File: src/jss_pkg.sv
// Shared constants and controller/datapath interface types for the Jaccard block.
package jss_pkg;

  // Default sizing
  localparam int MaxFeaturesDef = 1024;
  localparam int IdBitsDef      = 32;

  // Fixed field widths
  localparam int FeatW  = 32;
  localparam int InterW = 11;
  localparam int UnionW = 12;
  localparam int SimW   = 17;
  localparam int FracW  = 16;

  // Set selector codes
  localparam logic SetLeft  = 1'b0;
  localparam logic SetRight = 1'b1;

  // Controller to datapath commands
  typedef struct packed {
    logic load_we;    // store the accepted transaction
    logic clr;        // empty both stores and clear result state
    logic phase;      // 0 left set pass, 1 right set pass
    logic rd_right;   // compare against right store read data
    logic addr_j;     // read address from inner index
    logic key_ld;     // capture key from read data
    logic i_clr;
    logic i_inc;
    logic j_clr;
    logic j_inc;
    logic cnt_l_inc;
    logic cnt_r_inc;
    logic inter_inc;
    logic div_start;
  } jss_cmd_t;

  // Datapath to controller status
  typedef struct packed {
    logic i_eq_fill;
    logic j_eq_i;
    logic j_eq_rfill;
    logic match;
    logic div_done;
  } jss_sts_t;

endpackage

File: src/jss_ctrl.sv
// Sequencer for loading, distinct/shared scans, divide and result handoff.
module jss_ctrl import jss_pkg::*; (
  input  logic     clk_i,
  input  logic     rst_ni,
  input  logic     in_valid_i,
  input  logic     in_last_i,
  output logic     in_ready_o,
  output logic     out_valid_o,
  input  logic     out_ready_i,
  input  jss_sts_t sts_i,
  output jss_cmd_t cmd_o
);

  localparam logic [3:0] S_LOAD     = 4'd0;
  localparam logic [3:0] S_OUT_RD   = 4'd1;
  localparam logic [3:0] S_OUT_LD   = 4'd2;
  localparam logic [3:0] S_IN_RD    = 4'd3;
  localparam logic [3:0] S_IN_CMP   = 4'd4;
  localparam logic [3:0] S_X_RD     = 4'd5;
  localparam logic [3:0] S_X_CMP    = 4'd6;
  localparam logic [3:0] S_DIV_GO   = 4'd7;
  localparam logic [3:0] S_DIV_WAIT = 4'd8;
  localparam logic [3:0] S_RESULT   = 4'd9;

  logic [3:0] state_q, state_d;
  logic       phase_q, phase_d;

  // Next state and commands
  always_comb begin
    state_d = state_q;
    phase_d = phase_q;
    cmd_o   = '0;
    cmd_o.phase = phase_q;
    in_ready_o  = 1'b0;
    out_valid_o = 1'b0;
    case (state_q)
      S_LOAD: begin
        in_ready_o = 1'b1;
        if (in_valid_i) begin
          cmd_o.load_we = 1'b1;
          if (in_last_i) begin
            cmd_o.i_clr = 1'b1;
            phase_d     = 1'b0;
            state_d     = S_OUT_RD;
          end
        end
      end
      S_OUT_RD: begin
        if (sts_i.i_eq_fill) begin
          if (!phase_q) begin
            phase_d     = 1'b1;
            cmd_o.i_clr = 1'b1;
          end else begin
            state_d = S_DIV_GO;
          end
        end else begin
          state_d = S_OUT_LD;
        end
      end
      S_OUT_LD: begin
        cmd_o.rd_right = phase_q;
        cmd_o.key_ld   = 1'b1;
        cmd_o.j_clr    = 1'b1;
        state_d        = S_IN_RD;
      end
      S_IN_RD: begin
        cmd_o.addr_j = 1'b1;
        if (sts_i.j_eq_i) begin
          // No earlier copy: a distinct member
          if (!phase_q) begin
            cmd_o.cnt_l_inc = 1'b1;
            cmd_o.j_clr     = 1'b1;
            state_d         = S_X_RD;
          end else begin
            cmd_o.cnt_r_inc = 1'b1;
            cmd_o.i_inc     = 1'b1;
            state_d         = S_OUT_RD;
          end
        end else begin
          state_d = S_IN_CMP;
        end
      end
      S_IN_CMP: begin
        cmd_o.rd_right = phase_q;
        if (sts_i.match) begin
          cmd_o.i_inc = 1'b1;
          state_d     = S_OUT_RD;
        end else begin
          cmd_o.j_inc = 1'b1;
          state_d     = S_IN_RD;
        end
      end
      S_X_RD: begin
        cmd_o.addr_j = 1'b1;
        if (sts_i.j_eq_rfill) begin
          cmd_o.i_inc = 1'b1;
          state_d     = S_OUT_RD;
        end else begin
          state_d = S_X_CMP;
        end
      end
      S_X_CMP: begin
        cmd_o.rd_right = 1'b1;
        if (sts_i.match) begin
          cmd_o.inter_inc = 1'b1;
          cmd_o.i_inc     = 1'b1;
          state_d         = S_OUT_RD;
        end else begin
          cmd_o.j_inc = 1'b1;
          state_d     = S_X_RD;
        end
      end
      S_DIV_GO: begin
        cmd_o.div_start = 1'b1;
        state_d         = S_DIV_WAIT;
      end
      S_DIV_WAIT: begin
        if (sts_i.div_done) state_d = S_RESULT;
      end
      S_RESULT: begin
        out_valid_o = 1'b1;
        if (out_ready_i) begin
          cmd_o.clr = 1'b1;
          phase_d   = 1'b0;
          state_d   = S_LOAD;
        end
      end
      default: begin
        state_d = S_LOAD;
      end
    endcase
  end

  always_ff @(posedge clk_i or negedge rst_ni) begin
    if (!rst_ni) begin
      state_q <= S_LOAD;
      phase_q <= 1'b0;
    end else begin
      state_q <= state_d;
      phase_q <= phase_d;
    end
  end

endmodule

File: config.mk
export PLATFORM = sky130hd
export DESIGN_NAME = jss_ctrl
export DESIGN_NICKNAME = d
export VERILOG_FILES = /design/src/jss_pkg.sv /design/src/jss_ctrl.sv
export SDC_FILE = /design/constraint.sdc
export NUM_CORES = 1
export LEC_CHECK = 0
export ABC_AREA = 1
export BUFFER_PORTS_ARGS = -buffer_cell sky130_fd_sc_hd__buf_2
export CAP_MARGIN = 20
export CORE_AREA = 2 2 39 41
export CTS_BUF_LIST = sky130_fd_sc_hd__clkbuf_4
export CTS_CLUSTER_DIAMETER = 30
export DETAILED_ROUTE_END_ITERATION = 8
export DIE_AREA = 0 0 41 43
export GPL_ROUTABILITY_DRIVEN = 0
export PLACE_DENSITY_LB_ADDON = 0.25
export SYNTH_ARGS = -nofsm -noshare
export SYNTH_HDL_FRONTEND = slang
export SYNTH_SLANG_ARGS = --single-unit
export TNS_END_PERCENT = 1
File: constraint.sdc
create_clock -name clk_i -period 1.9 [get_ports clk_i]
set_input_delay 0.19 -clock clk_i [delete_from_list [all_inputs] [get_ports clk_i]]
set_output_delay 0.19 -clock clk_i [all_outputs]
set_load 0.01 [all_outputs]
==> qor.txt <==
Pre-CTS WS -> 494 ps
Multiplexer share of the synthesized area -> 0
CTS tree -> built
Tightest Hold Check Type -> in -> reg
Setup-failing EPs final -> 0
Post-synth top area cell -> dfrtp_1
Clock Power Share -> 0.124
CTS Root Buffer Type -> clkbuf_4
CTS H-tree lvls -> 1
Initial antenna violation count -> 0
Synth Area in XOR/XNOR -> 0
VDD IR-drop max -> 0.696 mV
Diode count -> 0
Max-slew violations -> 0
Final min period -> 1650 ps
PnR worst setup slack -> 250 ps
Die height -> 43 um
CP peak stage delay -> 410 ps
DRC Markers -> 0
Slew @ Worst Pin -> 270 ps
Power density over the cells -> 1490 mW/mm^2
Primary FF master, synth -> dfrtp_1
Total power -> 0.00107 W
Area growth, synth to finish -> 32.8%
Crit path max fanout -> 5
Cell Count, Final, Fillers Out -> 144
R2R depth -> 7
Post-CTS Resized -> 0
Fillcell total -> 158
Die area -> 0.00176 sq mm
Flip-flop and latch area -> 125 sq um
Row cnt -> 14
CTS Buf Count -> 3
Max-Cap Viols -> 0
Critical Path End Type -> output port
Vias per cell -> 4.61
Final net count -> 139
CP max stage cell -> dfrtp_1
Number of global-route vias before repair -> 571
Simple logic cell fraction of the synthesized area -> 0.506
Final Hold Viols -> 0
Power share of the sequential group -> 0.212
Critical path type -> reg -> out
Adder-cell area share of the yosys netlist -> 0
Sink Count -> 5
Die X -> 41 um
Mapped cell area -> 542 sq um
Synth Net Count -> 109
Worst Hold Depth -> 3
DRT Pass-1 Iters -> 4
GRT overflow -> 0
Post-synth EDFFs -> 0
Initial Utilization -> 0.392
Psw -> 0.000568 W
Synth Register Bits -> 5
Cells after synthesis -> 99
Clk slew on worst S/H paths -> 40 ps
Ordered cell list for the critical path -> nor2_2 > nand3_1 > inv_1 > a21oi_1 > o21ai_0 > buf_2
Setup_tns -> 0 ps
Max Clk Rate -> 606 MHz
RSZ-0062 raised after global routing -> false
Int Power -> 0.000501 W
Critical Path RT -> 1710 ps
Compound-Gate Fraction of Synth Area -> 0.111
Sw Share -> 0.531
Dpl cells -> 139
GRT Util Overall -> 0.182
Core outline area -> 0.00138 sq mm
Number of routed nets with antenna violations -> 0
Number of synthesis warnings -> 0
DR vias -> 664
Worst slew margin -> 0.818
Area of the multi-input gates -> 334 sq um
Status -> finished clean
Worst setup SP type -> flip-flop
DR iter-0 viols -> 7
Global-route wire length before repair -> 2.17 mm
Post-synth top area share -> 0.231
Leak Pwr -> 0.484 nW
Asr flop ratio synth -> 1.00
IO Count -> 26
Cell variety after synth -> 17
DP Wirelength -> 1.15 mm
Largest net degree at the start of global routing -> 8
Routed wire per std cell -> 9.23 um
Main combinational cell family by area after synthesis -> simple AND/OR/NAND/NOR gates
Logic pwr share -> 0.664
Period utilisation layout -> 0.869
Syn Area/Cell -> 5.47 sq um
Max Root-Sink Buffers -> 2
Share of cells above drive strength 1 -> 0.313
Seq/Total Area, Yosys -> 0.231
I/O Buffers -> 25
Clock Skew -> 1.48 ps
Final WL -> 1.33 mm
Data arrival, critical path -> 1460 ps
Clock latency on the worst-skew pair -> 230 ps
Ranking of synthesized cells by area -> dfrtp_1, nand2_1, inv_1, nor2_1, o21ai_0
==> worst max-delay path: cells and delay by family (launching register included) <==
| family | cells | cell delay (ps) |
|---|---|---|
| AO/OA/AOI/OAI | 2 | 180 |
| buffers and inverters | 2 | 240 |
| flip-flops | 1 | 410 |
| AND/OR/NAND/NOR | 2 | 400 |
==> layout make-up <==
type,instances,share of cell area
inverters,20,0.104
well taps,16,0.0278
flip-flops and latches,5,0.174
multi-input cells,73,0.464
repair buffers,26,0.188
clock buffers,4,0.0417
==> kinds of logic (layout without fill, tap and decap cells) <==
logic type      Yosys count  count (layout)
simple gates             62              62
compound gates           11              11
buf+inv                  21              50
flops                     5               5
==> path summary, 6_finish.rpt <==
path | endpoint | slack, ps | start
max | cmd_o[10] | 250 | state_q[3]$_DFFE_PN0P_
min | phase_q$_DFFE_PN0P_ | 250 | sts_i[4]
max reg2reg | state_q[2]$_DFFE_PN0P_ | 640 | state_q[3]$_DFFE_PN0P_
min reg2reg | state_q[3]$_DFFE_PN0P_ | 570 | state_q[3]$_DFFE_PN0P_
max in group asynchronous | state_q[3]$_DFFE_PN0P_ | 1470 | rst_ni
min in group asynchronous | state_q[0]$_DFFE_PN0P_ | 300 | rst_ni
==> cell usage after synthesis (2+ instances only) <==
cell,instances
nor3_1,2
inv_1,18
nor2_1,17
dfrtp_1,5
nand2_1,29
nor2_2,5
inv_2,2
nand3_1,5
o21ai_0,7
nand2_2,2
==> flip-flops by register name (all words and copies together) (netlist names) <==
register	count
state_q	4
phase_q	1
==> power by group through the flow <==
stage	Clock, W	Sequential, W	Combinational, W
2_1_floorplan	0	0.000213	0.000524
4_1_cts	0.000141	0.000225	0.000719
6_report	0.000132	0.000227	0.000711
3_5_place_dp	0	0.000227	0.000716
3_3_place_gp	0	0.000223	0.000711
5_1_grt	0.000148	0.000240	0.000812
==> what timing repair did <==
item / in CTS / in global routing
setup buffers: 0 / 0
hold buffers: 1 / 0
hold endpoints to repair: 5 / 0
==> layout by cell type, fill, tap and decap left out, types with 2 or more instances in the layout <==
cell / instances
o21ai_0: 7
nor2_2: 5
nor3_1: 2
nand3_1: 5
inv_2: 2
buf_2: 25
clkbuf_4: 4
nand2_1: 29
nor2_1: 17
nand2_2: 2
inv_1: 18
dfrtp_1: 5
==> per-layer routing <==
metal	routed length, um	part of all wire	track usage
met1	629	0.47	0.253
met2	648	0.49	0.266
met3	52	0.039	0.0314
met4	0	0	0.0800
met5	0	0	0
==> per-stage QoR <==
step	utilization	cell area (sq um)	hold slack, ps
finish	0.520	719	248
global route	0.520	719	254
CTS	0.520	719	235
detailed placement	0.491	679	7.63
global placement	0.491	679	5.05
floorplan	-	542	-106
No activity file was read; power rests on OpenSTA's default activity.
